<file path="src/rtl/dalu_pkg.sv">
// dalu_pkg: shared types, mode codes and the divide-by-ten helper
// for the decimal digit-serial alu; no dependencies

package dalu_pkg;

   // field widths
   localparam int MODE_W  = 2;
   localparam int DIGIT_W = 4;
   localparam int MULT_W  = 7;
   localparam int CARRY_W = 7;

   // widest dividend: 15 * 127 + 127 fits in 11 bits
   localparam int DIV_W  = 11;
   localparam int QUOT_W = 8;

   // reciprocal of ten scaled by 2^15, exact for dividends below 16384
   localparam int RECIP_SHIFT = 15;
   localparam logic [11:0] RECIP_TEN = 12'd3277;

   localparam logic [CARRY_W-1:0] CARRY_MAX = '1;

   // operation codes; code 3 falls into multiply
   localparam logic [MODE_W-1:0] MODE_ADD = 2'd0;
   localparam logic [MODE_W-1:0] MODE_SUB = 2'd1;
   localparam logic [MODE_W-1:0] MODE_MUL = 2'd2;

   typedef struct packed {
      logic [QUOT_W-1:0]  quot;
      logic [DIGIT_W-1:0] rem;
   } div10_type;

   typedef struct packed {
      logic [DIGIT_W-1:0] digit;
      logic [CARRY_W-1:0] carry_out;
      logic               negative;
      logic               done_res;
   } result_type;

   // floor divide by ten through a reciprocal multiply
   function automatic div10_type div10(input logic [DIV_W-1:0] val);
      logic [DIV_W+11:0]  prod;
      logic [QUOT_W-1:0]  q;
      logic [DIV_W-1:0]   back;
      logic [DIV_W-1:0]   diff;
      div10_type          res;
      prod = {12'd0, val} * {{DIV_W{1'b0}}, RECIP_TEN};
      q    = prod[RECIP_SHIFT +: QUOT_W];
      back = {{(DIV_W-QUOT_W){1'b0}}, q} * DIV_W'(10);
      diff = val - back;
      res.quot = q;
      res.rem  = diff[DIGIT_W-1:0];
      return res;
   endfunction

endpackage

</file>
<file path="src/rtl/dalu_step.sv">
// dalu_step: one digit step of add, subtract or multiply with the running carry
// depends on dalu_pkg

module dalu_step (
   input  logic [dalu_pkg::MODE_W-1:0]  mode,
   input  logic [dalu_pkg::DIGIT_W-1:0] digit_a,
   input  logic [dalu_pkg::DIGIT_W-1:0] digit_b,
   input  logic [dalu_pkg::MULT_W-1:0]  multiplier,
   input  logic                         first,
   input  logic                         last,
   input  logic [dalu_pkg::CARRY_W-1:0] carry,
   output dalu_pkg::result_type         result,
   output logic [dalu_pkg::CARRY_W-1:0] carry_next
);

   logic [dalu_pkg::CARRY_W-1:0] carry_in;
   logic [7:0]                   sum;
   logic [dalu_pkg::DIV_W-1:0]   prod;
   logic [8:0]                   diff;
   logic [8:0]                   neg_diff;
   logic [7:0]                   borrow_val;
   logic                         is_sub;
   logic                         sub_neg;
   logic [dalu_pkg::DIV_W-1:0]   dividend;
   dalu_pkg::div10_type          qr;
   logic [dalu_pkg::DIGIT_W-1:0] dig;
   logic [dalu_pkg::CARRY_W-1:0] new_carry;

   // carry is cleared on the least significant digit
   assign carry_in = first ? '0 : carry;

   // candidate values for each operation
   assign sum  = {4'd0, digit_a} + {4'd0, digit_b} + {1'b0, carry_in};
   assign prod = {7'd0, digit_a} * {4'd0, multiplier} + {4'd0, carry_in};
   assign diff = {5'd0, digit_a} - {5'd0, digit_b} - {2'd0, carry_in};
   assign neg_diff   = 9'd0 - diff;
   assign borrow_val = neg_diff[7:0] + 8'd9;
   assign sub_neg    = diff[8];

   // pick the one value that goes through the divide by ten
   always_comb begin
      is_sub = 1'b0;
      case (mode)
         dalu_pkg::MODE_ADD: dividend = {3'd0, sum};
         dalu_pkg::MODE_SUB: begin
            is_sub   = 1'b1;
            dividend = sub_neg ? {3'd0, borrow_val} : {2'd0, diff};
         end
         default:            dividend = prod;
      endcase
   end

   assign qr = dalu_pkg::div10(dividend);

   // digit and new carry; a borrow of n gives digit 10n - |d| = 9 - rem
   always_comb begin
      if (is_sub) begin
         if (sub_neg) begin
            dig       = 4'd9 - qr.rem;
            new_carry = qr.quot[dalu_pkg::CARRY_W-1:0];
         end else begin
            dig       = qr.rem;
            new_carry = '0;
         end
      end else begin
         dig = qr.rem;
         if (qr.quot > {1'b0, dalu_pkg::CARRY_MAX})
            new_carry = dalu_pkg::CARRY_MAX;
         else
            new_carry = qr.quot[dalu_pkg::CARRY_W-1:0];
      end
   end

   assign carry_next       = new_carry;
   assign result.digit     = dig;
   assign result.carry_out = (last && !is_sub) ? new_carry : '0;
   assign result.negative  = last && is_sub && (new_carry != '0);
   assign result.done_res  = last;

endmodule

</file>
<file path="src/rtl/decimal_digit_serial_alu.sv">
// decimal_digit_serial_alu: top level, input register, carry register and result register
// depends on dalu_pkg and dalu_step
//
//   channel | ports  | word
//   --------+--------+-------------------------------------------------
//   input   | req_*  | mode, digit_a, digit_b, multiplier, first, last
//   result  | rsp_*  | digit, carry_out, negative, done_res
//
// one word per cycle unless the result side stalls; the result is registered
// the digit step runs between the input register and the result register and
//   updates the carry register as the word moves on, so words may follow back to back
// reset clears both valid flags and the carry
// a stalled result holds the result register; the input register still takes one more word

module decimal_digit_serial_alu (
   input  logic                         clock,
   input  logic                         reset,
   input  logic                         req_valid,
   output logic                         req_ready,
   input  logic [dalu_pkg::MODE_W-1:0]  req_mode,
   input  logic [dalu_pkg::DIGIT_W-1:0] req_digit_a,
   input  logic [dalu_pkg::DIGIT_W-1:0] req_digit_b,
   input  logic [dalu_pkg::MULT_W-1:0]  req_multiplier,
   input  logic                         req_first,
   input  logic                         req_last,
   output logic                         rsp_valid,
   input  logic                         rsp_ready,
   output logic [dalu_pkg::DIGIT_W-1:0] rsp_digit,
   output logic [dalu_pkg::CARRY_W-1:0] rsp_carry_out,
   output logic                         rsp_negative,
   output logic                         rsp_done_res
);

   logic                         in_valid_ff;
   logic [dalu_pkg::MODE_W-1:0]  mode_ff;
   logic [dalu_pkg::DIGIT_W-1:0] digit_a_ff;
   logic [dalu_pkg::DIGIT_W-1:0] digit_b_ff;
   logic [dalu_pkg::MULT_W-1:0]  multiplier_ff;
   logic                         first_ff;
   logic                         last_ff;
   logic [dalu_pkg::CARRY_W-1:0] carry_ff;
   logic [dalu_pkg::CARRY_W-1:0] carry_in;
   logic                         out_valid_ff;
   dalu_pkg::result_type         result_ff;
   dalu_pkg::result_type         result_in;
   logic                         advance;
   logic                         take;

   // stage handshake
   assign advance   = in_valid_ff && (!out_valid_ff || rsp_ready);
   assign req_ready = !in_valid_ff || advance;
   assign take      = req_valid && req_ready;

   // input register
   always_ff @(posedge clock) begin
      if (reset) begin
         in_valid_ff <= 1'b0;
      end else if (take) begin
         in_valid_ff <= 1'b1;
      end else if (advance) begin
         in_valid_ff <= 1'b0;
      end
   end

   always_ff @(posedge clock) begin
      if (take) begin
         mode_ff       <= req_mode;
         digit_a_ff    <= req_digit_a;
         digit_b_ff    <= req_digit_b;
         multiplier_ff <= req_multiplier;
         first_ff      <= req_first;
         last_ff       <= req_last;
      end
   end

   // digit step
   dalu_step u_step (
      .mode       (mode_ff),
      .digit_a    (digit_a_ff),
      .digit_b    (digit_b_ff),
      .multiplier (multiplier_ff),
      .first      (first_ff),
      .last       (last_ff),
      .carry      (carry_ff),
      .result     (result_in),
      .carry_next (carry_in)
   );

   // running carry
   always_ff @(posedge clock) begin
      if (reset) begin
         carry_ff <= '0;
      end else if (advance) begin
         carry_ff <= carry_in;
      end
   end

   // result register
   always_ff @(posedge clock) begin
      if (reset) begin
         out_valid_ff <= 1'b0;
      end else if (advance) begin
         out_valid_ff <= 1'b1;
      end else if (rsp_ready) begin
         out_valid_ff <= 1'b0;
      end
   end

   always_ff @(posedge clock) begin
      if (advance) begin
         result_ff <= result_in;
      end
   end

   assign rsp_valid     = out_valid_ff;
   assign rsp_digit     = result_ff.digit;
   assign rsp_carry_out = result_ff.carry_out;
   assign rsp_negative  = result_ff.negative;
   assign rsp_done_res  = result_ff.done_res;

`ifndef SYNTHESIS
   // result digit is always decimal
   a_digit_decimal: assert property (@(posedge clock) disable iff (reset)
      rsp_valid |-> (rsp_digit <= 4'd9))
      else $error("result digit above nine");

   // carry out and negative only on the last digit
   a_flags_last: assert property (@(posedge clock) disable iff (reset)
      (rsp_valid && !rsp_done_res) |-> (rsp_carry_out == '0 && !rsp_negative))
      else $error("flags set on a digit that is not last");

   // never both a carry out and a negative flag
   a_flags_excl: assert property (@(posedge clock) disable iff (reset)
      rsp_valid |-> !(rsp_negative && (rsp_carry_out != '0)))
      else $error("carry out and negative together");

   // a word held in the input register is not dropped
   a_hold_input: assert property (@(posedge clock) disable iff (reset)
      (in_valid_ff && !advance) |=> in_valid_ff)
      else $error("input word lost");

   // carry only moves when a word passes the step
   a_carry_stable: assert property (@(posedge clock) disable iff (reset)
      !$past(advance) |-> $stable(carry_ff))
      else $error("carry changed without a word");
`endif

endmodule

</file>
<file path="config.mk">
export PLATFORM = sky130hd
export DESIGN_NAME = decimal_digit_serial_alu
export DESIGN_NICKNAME = d
export VERILOG_FILES = /design/src/rtl/dalu_pkg.sv /design/src/rtl/dalu_step.sv /design/src/rtl/decimal_digit_serial_alu.sv
export SDC_FILE = /design/constraint.sdc
export NUM_CORES = 1
export LEC_CHECK = 0
export ABC_AREA = 1
export BUFFER_PORTS_ARGS = -buffer_cell sky130_fd_sc_hd__buf_4
export CORE_ASPECT_RATIO = 1.25
export CORE_MARGIN = 5
export CORE_UTILIZATION = 60
export CTS_CLUSTER_DIAMETER = 100
export DETAILED_ROUTE_END_ITERATION = 7
export GPL_TIMING_DRIVEN = 0
export MAX_ROUTING_LAYER = met4
export PLACE_DENSITY = 0.89
export SLEW_MARGIN = 20
export SYNTH_ARGS = -nofsm -noshare
export SYNTH_HDL_FRONTEND = slang
export SYNTH_HIERARCHICAL = 1
export SYNTH_SLANG_ARGS = --single-unit
</file>
<file path="constraint.sdc">
create_clock -name clock -period 11.6 [get_ports clock]
set_input_delay 1.16 -clock clock [delete_from_list [all_inputs] [get_ports clock]]
set_output_delay 1.16 -clock clock [all_outputs]
set_load 0.03 [all_outputs]
</file>
# Yosys cells after proc, flatten, opt, wreduce, memory -nomap -nowiden
# Index checks and enable logic that the tools add are counted.
[op_classes] n_addsub=9 multipliers=3 n_lt_le_gt_ge=1 n_eq_ne=1 muxes=13 n_reduce_logical=14
[op_table] cell="7-bit 2-to-1 mux" count=4
[op_table] cell="11-bit by 12-bit multiplier with 23-bit output, second input constant" count=1
[op_table] cell="11-bit one-hot mux with 2 select lines" count=1
[op_table] cell="11-bit by 7-bit adder with 11-bit output" count=1
[op_table] cell="4-bit by 7-bit multiplier with 11-bit output" count=1
[op_table] cell="9-bit by 7-bit subtractor with 9-bit output" count=1
[op_table] cell="8-bit by 4-bit adder with 8-bit output, second input constant" count=1
[op_table] cell="8-bit by 7-bit adder with 8-bit output" count=1
[op_table] cell="8-bit by 7-bit > comparator with 1-bit output, second input constant" count=1
[op_table] cell="8-bit by 3-bit multiplier with 3-bit output, second input constant" count=1
[op_table] cell="4-bit 2-to-1 mux" count=2
[op_table] cell="8-bit 2-to-1 mux" count=1
[op_table] cell="1-bit by 8-bit subtractor with 8-bit output, first input constant" count=1
[op_table] cell="7-bit nonzero test" count=1
[op_table] cell="4-bit by 4-bit adder with 5-bit output" count=1
[op_table] cell="1-bit logical AND" count=5
[op_table] cell="1-bit 2-to-1 mux" count=5
[op_table] cell="4-bit by 4-bit subtractor with 5-bit output" count=1
[op_table] cell="2-bit nonzero test" count=2
[op_table] cell="4-bit subtractor" count=1
[op_table] cell="4-bit subtractor, first input constant" count=1
[op_table] cell="1-bit logical NOT" count=3
[op_table] cell="2-bit by 1-bit equality test with 1-bit output, second input constant" count=1
[op_table] cell="2-bit logical NOT" count=1
[op_table] cell="1-bit logical OR" count=2
[totals] register_bits=41 inputBits=23 elab_cells=54

# Logic depth before layout (Yosys ltp)
# Gate-level depths: netlist (run 1).
[depth] depth_word=12 ltp_mapped=49 mapped_depth_nobuf=48

# Cells and area by module
# The synthesis (run 1) kept the hierarchy.
[by_module_without_submodules] module="dalu_step" n_inst=1 cells_per_inst=710 area_per_inst_um2=4963.5
[by_module_without_submodules] module="decimal_digit_serial_alu" n_inst=1 cells_per_inst=90 area_per_inst_um2=1378.8

# Worst setup path before layout (run 1)
# No wires, ideal clock.
[synth_path] kind="register to register" start="register digit_a_ff[1] in the netlist's numbering" end="register result_ff, in the netlist rsp_digit[3] (data pin)" setup_time_ns=0.254 arrival_ns=8.418 setup_slack_ns=2.929 stages_incl_launch_ff=42 n_path_buf=1 period_less_slack_ns=8.671 path_cell_list="edfxtp_1 > clkbuf_1 > nand2_1 > fa_1 > fa_1 > fa_1 > inv_1 > ha_1 > nand2_1 > nand2_1 > a31oi_1 > nor2_1 > nor2_1 > o21bai_1 > nand2_1 > nand2_1 > a21oi_1 > nor2_1 > [... 6 more ...] > fa_1 > fa_1 > fa_1 > inv_1 > ha_1 > a21oi_1 > o21ai_0 > a21oi_1 > nand2_2 > xnor2_4 > nor2_1 > fa_1 > ha_1 > nand2_1 > xnor2_1 > xor2_1 > xor2_1 > inv_1"
[synth_rtl] element="start, declared" line="decimal_digit_serial_alu.sv:36" source="logic [dalu_pkg::DIGIT_W-1:0] digit_a_ff;"
[synth_rtl] element="start signal, assigned" line="decimal_digit_serial_alu.sv:68" source="digit_a_ff <= req_digit_a;"
[synth_rtl] element="end signal, assigned" line="decimal_digit_serial_alu.sv:111" source="result_ff <= result_in;"
[synth_rtl] element="end, declared" line="decimal_digit_serial_alu.sv:44" source="dalu_pkg::result_type result_ff;"

==> impl_table.tex, run 1 <==
\begin{tabular}{lr}
\hline
Metric & Value \\
\hline
\multicolumn{2}{l}{\textbf{Global route}} \\
Global-route usage over all layers & 24.9\% \\
Maximum number of pins on one net before global-route repair & 20 \\
GR Overflow Total & 0 \\
Wire length of the first global-routing pass & 24.6 mm \\
Initial antenna violation count & 0 \\
Number of global-route vias before repair & 5,471 \\
\multicolumn{2}{l}{\textbf{Drt}} \\
Via total after detailed routing & 5,256 \\
Total wirelength of the detailed-routed design & 14.8 mm \\
DRC Markers & 0 \\
ANT nets after route & 0 \\
Via density & 5.37 \\
Initial DRC Count & 331 \\
Iteration count of the initial detailed-routing pass & 4 \\
WL/cell & 15.1 um \\
\multicolumn{2}{l}{\textbf{Setup path}} \\
Arrival time at the worst endpoint & 9.68 ns \\
Largest stage delay, worst path & 0.62 ns \\
Startpoint Class & register \\
Slowest cell on the critical path & sky130\_fd\_sc\_hd\_\_fa\_1 \\
Most frequent CP cell & sky130\_fd\_sc\_hd\_\_nand2\_1 \\
Critical path class & register to register \\
WP data required & 11.65 ns \\
Largest driver fanout on the critical path & 8 \\
Sort of element at the end of the critical path & register \\
Register-to-register path setup slack & 1.97 ns \\
\multicolumn{2}{l}{\textbf{Synthesis}} \\
Top-area cell type share of the netlist area & 20.5\% \\
Syn. warnings & 6 \\
Fraction of the yosys area taken by sequential cells & 18.0\% \\
Top flip-flop cell by instance count after synthesis & sky130\_fd\_sc\_hd\_\_edfxtp\_1 \\
Synthesized flop and latch total & 41 \\
Distinct cell type count after synthesis & 43 \\
Synthesized area & 0.00634 mm\^{}2 \\
Asr flop ratio synth & 0\% \\
Mapped Cells & 800 \\
Post-synth EDFFs & 32 \\
Biggest area contributors in the synthesized netlist & sky130\_fd\_sc\_hd\_\_ha\_1 (21\%), sky130\_fd\_sc\_hd\_\_fa\_1 (17\%), sky130\_fd\_sc\_hd\_\_edfxtp\_1 (15\%) \\
Mean instance size in the synthesized netlist & 7.93 um\^{}2 \\
Post-synthesis cell type with the largest combined area & sky130\_fd\_sc\_hd\_\_ha\_1 \\
Syn Nets & 980 \\
\multicolumn{2}{l}{\textbf{Floorplanning}} \\
Std-Cell Core Area & 0.0105 mm\^{}2 \\
Count of pins on the block boundary & 38 \\
Vert. Die Dim & 125 um \\
Die Width & 102 um \\
Die area & 0.0127 mm\^{}2 \\
Core Rows & 42 \\
Starting density of the core & 60.6\% \\
\multicolumn{2}{l}{\textbf{Timing}} \\
Final period utilization & 83.0\% \\
Unrepaired setup endpoints after global routing & no \\
Max Freq & 104 MHz \\
Final Setup Violations & 0 \\
Worst hold slack across all endpoints & 0.478 ns \\
Post-Route Setup TNS & 0 ns \\
Skew final & 0.00462 ns \\
Worst Tran Pin Value & 0.872 ns \\
Post-layout minimum cycle time & 9.63 ns \\
Hold Violations, Final & 0 \\
Final Slew Violations & 0 \\
Headroom to the max-slew limit & 41.1\% \\
\multicolumn{2}{l}{\textbf{CTS}} \\
Resize count post-CTS & 0 \\
Worst skew pair latency & 0.29 ns \\
Sinks on Clock Net & 41 \\
Buffer cell driving the clock tree root & sky130\_fd\_sc\_hd\_\_clkbuf\_16 \\
CTS max path bufs & 2 \\
Count of buffers added by post-CTS timing repair for setup & 0 \\
Clk pin slew, worst setup/hold paths & 0.06 ns \\
Clock tree from TritonCTS & done \\
Cts hold-fix bufs & 0 \\
Clock H-tree levels & 2 \\
CTS buffer count & 5 \\
\multicolumn{2}{l}{\textbf{Cells and area}} \\
Filler Cells Inserted & 812 \\
Post-synthesis to final-layout area growth & 9.88\% \\
Number of antenna diodes & 0 \\
Nets & 1,025 \\
Fraction of final layout cells sized beyond drive strength 1 & 10.9\% \\
\multicolumn{2}{l}{\textbf{Place}} \\
Quantity of I/O buffers inserted on ports & 37 \\
Half-perimeter wire length after detailed placement & 12.4 mm \\
Weighted congestion reported at the end of routability-driven placement & 0.989 \\
\multicolumn{2}{l}{\textbf{Flow run}} \\
Maxcap violations & 0 \\
\multicolumn{2}{l}{\textbf{Run status}} \\
Run status & finished, final reports clean \\
\multicolumn{2}{l}{\textbf{Worst hold path}} \\
Worst min path class & register to register \\
\hline
\end{tabular}
==> cell usage in the layout (no fill, tap or decap), types with 7 or more instances in the layout <==
| cell | netlist | routed |
|---|---|---|
| sky130_fd_sc_hd__inv_1 | 208 | 208 |
| sky130_fd_sc_hd__nand2_1 | 142 | 142 |
| sky130_fd_sc_hd__ha_1 | 104 | 104 |
| sky130_fd_sc_hd__fa_1 | 53 | 53 |
| sky130_fd_sc_hd__nor2_1 | 48 | 48 |
| sky130_fd_sc_hd__a21oi_1 | 48 | 47 |
| sky130_fd_sc_hd__buf_4 | 2 | 40 |
| sky130_fd_sc_hd__edfxtp_1 | 32 | 32 |
| sky130_fd_sc_hd__nand3_1 | 31 | 31 |
| sky130_fd_sc_hd__o21ai_0 | 26 | 26 |
| sky130_fd_sc_hd__xor2_1 | 16 | 16 |
| sky130_fd_sc_hd__dfxtp_1 | 9 | 9 |
| sky130_fd_sc_hd__nand3_2 | 8 | 8 |
| sky130_fd_sc_hd__nand2_2 | 7 | 7 |
| sky130_fd_sc_hd__nor3_1 | 7 | 7 |
==> cells in the mapped netlist (all sizes together) (6+ instances only) <==
| library cell | n |
|---|---|
| nand3 | 41 |
| ha | 104 |
| buf | 6 |
| edfxtp | 32 |
| nor2 | 53 |
| xor2 | 16 |
| o21bai | 6 |
| xnor2 | 6 |
| nand2 | 153 |
| a21oi | 50 |
| fa | 53 |
| inv | 212 |
| o21ai | 26 |
| dfxtp | 9 |
| nor3 | 8 |
==> cells by family (layout without fill, tap and decap cells) <==
logic type / after synthesis / count (layout) / share of synthesized area [%]
buffers and inverters: 220 / 266 / 13.6
AND/OR/NAND/NOR: 265 / 265 / 19.2
XOR/XNOR: 22 / 22 / 3.33
AO/OA/AOI/OAI: 95 / 95 / 8.60
adder cells (fa/ha/maj): 157 / 157 / 37.2
flip-flops: 41 / 41 / 18.0
==> worst max-delay path, delay by kind of cell (launching register included) <==
kind	cells	cell delay [ns]
buf+inv	6	0.65
simple gates	18	1.77
xor+xnor	4	0.66
fa+ha+maj	12	5.40
compound gates	4	0.54
flops	1	0.38
==> area by class of cell <==
| type | instances | area (um^2) | area share [%] |
|---|---|---|---|
| multi-input cells | 539 | 4350 | 62.4 |
| flip-flops and latches | 41 | 1140 | 16.4 |
| inverters | 212 | 796 | 11.4 |
| repair buffers | 38 | 285 | 4.09 |
| well taps | 132 | 165 | 2.37 |
| clock buffers | 5 | 125 | 1.80 |
| plain buffers | 8 | 67.6 | 0.969 |
| clock inverters | 3 | 41.3 | 0.592 |
==> final timing paths <==
path             endpoint  depth (start not counted)          start
min reg2reg   carry_ff[4]                          2    carry_ff[4]
min           carry_ff[4]                          2    carry_ff[4]
max reg2reg  rsp_digit[3]                         44  digit_a_ff[1]
max          rsp_digit[3]                         44  digit_a_ff[1]
==> flip-flops by register name, indices dropped and copies added, names as in the netlist, 2 cells and up <==
name and cells:
rsp_carry_out 7, mode_ff 2, digit_b_ff 4, digit_a_ff 4, multiplier_ff 7, carry_ff 7, rsp_digit 4
==> metal layers <==
metal | share of wire [%] | vias up | global-route usage (%)
met1 | 38 | 2453 | 27.1
met3 | 4.7 | 55 | 4.57
met5 | 0 | - | -
li1 | - | 2588 | -
met4 | 4.2 | 0 | 11.4
met2 | 53 | 160 | 43.3
==> per-stage QoR <==
step	cell area [um^2]	cells	setup slack [ns]	util, %
finish	6970	978	1.97	66.6
global route	6970	978	1.39	66.6
CTS	6970	978	1.99	66.6
detailed placement	6800	970	2.09	65.0
global placement	6790	969	2.12	64.9
floorplan	6340	800	2.93	-
Power of run 1 is not shown: default switching activity piles up to over one toggle a cycle in this logic, so the estimate is an artifact.
==> run 2: changes to the inputs <==
==> constraint.sdc (replaced) <==
create_clock -name clock -period 9.58 [get_ports clock]
set_input_delay 0.958 -clock clock [delete_from_list [all_inputs] [get_ports clock]]
set_output_delay 0.958 -clock clock [all_outputs]
set_load 0.03 [all_outputs]
==> impl_table.tex, run 2 (same netlist as run 1, synthesis figures left out) <==
\begin{tabular}{lr}
\hline
Metric & Value \\
\hline
\multicolumn{2}{l}{\textbf{Place}} \\
Weighted congestion reported at the end of routability-driven placement & 0.989 \\
Post-placement cell area & 0.00680 mm\^{}2 \\
Half-perimeter wire length after detailed placement & 12.4 mm \\
Quantity of I/O buffers inserted on ports & 37 \\
\multicolumn{2}{l}{\textbf{Cells and area}} \\
Post-synthesis to final-layout area growth & 12.3\% \\
Most used cells in the layout excluding fill and tap cells & sky130\_fd\_sc\_hd\_\_inv\_1 (208), sky130\_fd\_sc\_hd\_\_nand2\_1 (139), sky130\_fd\_sc\_hd\_\_ha\_1 (102) \\
Number of antenna diodes & 0 \\
Most common cell after layout, fill and taps aside & sky130\_fd\_sc\_hd\_\_inv\_1 \\
Nets & 1,035 \\
Filler Cells Inserted & 795 \\
Fraction of final layout cells sized beyond drive strength 1 & 13.9\% \\
Total non-filler cell area in the finished layout & 0.00712 mm\^{}2 \\
\multicolumn{2}{l}{\textbf{Timing}} \\
Worst Tran Pin Value & 0.894 ns \\
Final Setup Violations & 0 \\
Skew final & 0.00524 ns \\
Final period utilization & 95.8\% \\
Max Freq & 109 MHz \\
Hold Violations, Final & 0 \\
Headroom to the max-slew limit & 39.7\% \\
Post-layout minimum cycle time & 9.18 ns \\
Final Slew Violations & 0 \\
\multicolumn{2}{l}{\textbf{Drt}} \\
WL/cell & 15.2 um \\
Via density & 5.40 \\
ANT nets after route & 0 \\
DRC Markers & 0 \\
Via total after detailed routing & 5,338 \\
Initial DRC Count & 329 \\
Total wirelength of the detailed-routed design & 15.0 mm \\
Iteration count of the initial detailed-routing pass & 4 \\
\multicolumn{2}{l}{\textbf{Worst hold path}} \\
Worst Hold Depth & 2 \\
Hold path start & carry\_ff[4] \\
Worst hold endpoint & carry\_ff[4] \\
Worst min path class & register to register \\
\multicolumn{2}{l}{\textbf{Floorplanning}} \\
Die Width & 102 um \\
Count of pins on the block boundary & 38 \\
Std-Cell Core Area & 0.0105 mm\^{}2 \\
Core Rows & 42 \\
Starting density of the core & 60.6\% \\
Vert. Die Dim & 125 um \\
Die area & 0.0127 mm\^{}2 \\
\multicolumn{2}{l}{\textbf{Setup path}} \\
Startpoint Class & register \\
Reg2reg end & rsp\_digit[3] \\
Slowest cell on the critical path & sky130\_fd\_sc\_hd\_\_fa\_1 \\
Largest driver fanout on the critical path & 7 \\
Most frequent CP cell & sky130\_fd\_sc\_hd\_\_nand2\_1 \\
Largest stage delay, worst path & 0.56 ns \\
Arrival time at the worst endpoint & 9.22 ns \\
Register-to-Register Path Depth & 43 \\
Critical path class & register to register \\
Sort of element at the end of the critical path & register \\
WP data required & 9.62 ns \\
Register-to-register path setup slack & 0.40 ns \\
Worst flop-to-flop path startpoint & digit\_a\_ff[1] \\
\multicolumn{2}{l}{\textbf{Global route}} \\
Wire length of the first global-routing pass & 24.6 mm \\
Number of global-route vias before repair & 5,464 \\
Initial antenna violation count & 0 \\
Global-route usage over all layers & 24.9\% \\
Maximum number of pins on one net before global-route repair & 20 \\
GR Overflow Total & 0 \\
\multicolumn{2}{l}{\textbf{CTS}} \\
Clock tree from TritonCTS & done \\
Sinks on Clock Net & 41 \\
CTS buffer count & 5 \\
Clock H-tree levels & 2 \\
CTS max path bufs & 2 \\
Clk pin slew, worst setup/hold paths & 0.06 ns \\
Buffer cell driving the clock tree root & sky130\_fd\_sc\_hd\_\_clkbuf\_16 \\
Worst skew pair latency & 0.28 ns \\
\multicolumn{2}{l}{\textbf{Flow run}} \\
Maxcap violations & 0 \\
\multicolumn{2}{l}{\textbf{Run status}} \\
Run status & finished, final reports clean \\
\hline
\end{tabular}
run 2: changes by cell type in the layout (fill, tap and decap cells not counted), sizes merged:
cell	delta
buf	+11
clkbuf	-1
run 2: per-layer routing:
layer	track usage (%)	vias up	share of wire (%)
met5	-	-	0
met1	27.1	2493	38
met2	43.2	174	53
met4	11.5	0	4.3
li1	-	2611	-
met3	4.57	60	4.6
run 2: worst max-delay path, delay by kind of cell (launching register included):
kind	cells	cell delay, ns
xor gates and xnor gates	4	0.71
buffers and inverters	5	0.30
and+or+nand+nor	18	1.61
DFF	1	0.55
adders and majority gates	12	5.26
AOI/OAI and AO/OA	4	0.52
run 2: timing repair:
action,4_1_cts,5_1_grt
setup buffers,0,11
endpoints found under the setup margin,1,2
resized for setup,0,16
hold buffers,0,0
pin swaps,0,8
run 2: worst max-delay path by stage:
stage | start | depth (start not counted) | to
floorplan | digit_a_ff[1] | 41 | rsp_digit[3]
global placement | digit_a_ff[1] | 40 | rsp_digit[3]
detailed placement | digit_a_ff[1] | 44 | rsp_digit[3]
CTS | digit_a_ff[3] | 43 | rsp_digit[3]
global route | digit_a_ff[1] | 43 | rsp_digit[3]
finish | digit_a_ff[1] | 43 | rsp_digit[3]
run 2: layout make-up:
type                            count  area [um^2]  share of cell area [%]
Buffer                              7         63.8                   0.896
Clock buffer                        5          125                    1.76
Clock inverter                      3         41.3                   0.580
Inverter                          212          796                    11.2
Multi-Input combinational cell    539         4420                    62.1
Sequential cell                    41         1140                    16.0
Tap cell                          132          165                    2.32
Timing Repair Buffer               49          368                    5.17
run 2: through the flow:
stage / hold slack, ns / setup TNS, ns / cells / setup slack (ns) / util (%)
floorplan: 0.452 / 0 / 800 / 0.909 / -
global placement: 0.463 / 0 / 969 / 0.103 / 64.9
detailed placement: 0.468 / 0 / 970 / 0.0662 / 65.0
CTS: 0.482 / 0 / 977 / 0.0490 / 66.6
global route: 0.507 / -0.0145 / 988 / -0.0145 / 68.1
finish: 0.478 / 0 / 988 / 0.400 / 68.1
Power of run 2 is left out for the same reason.
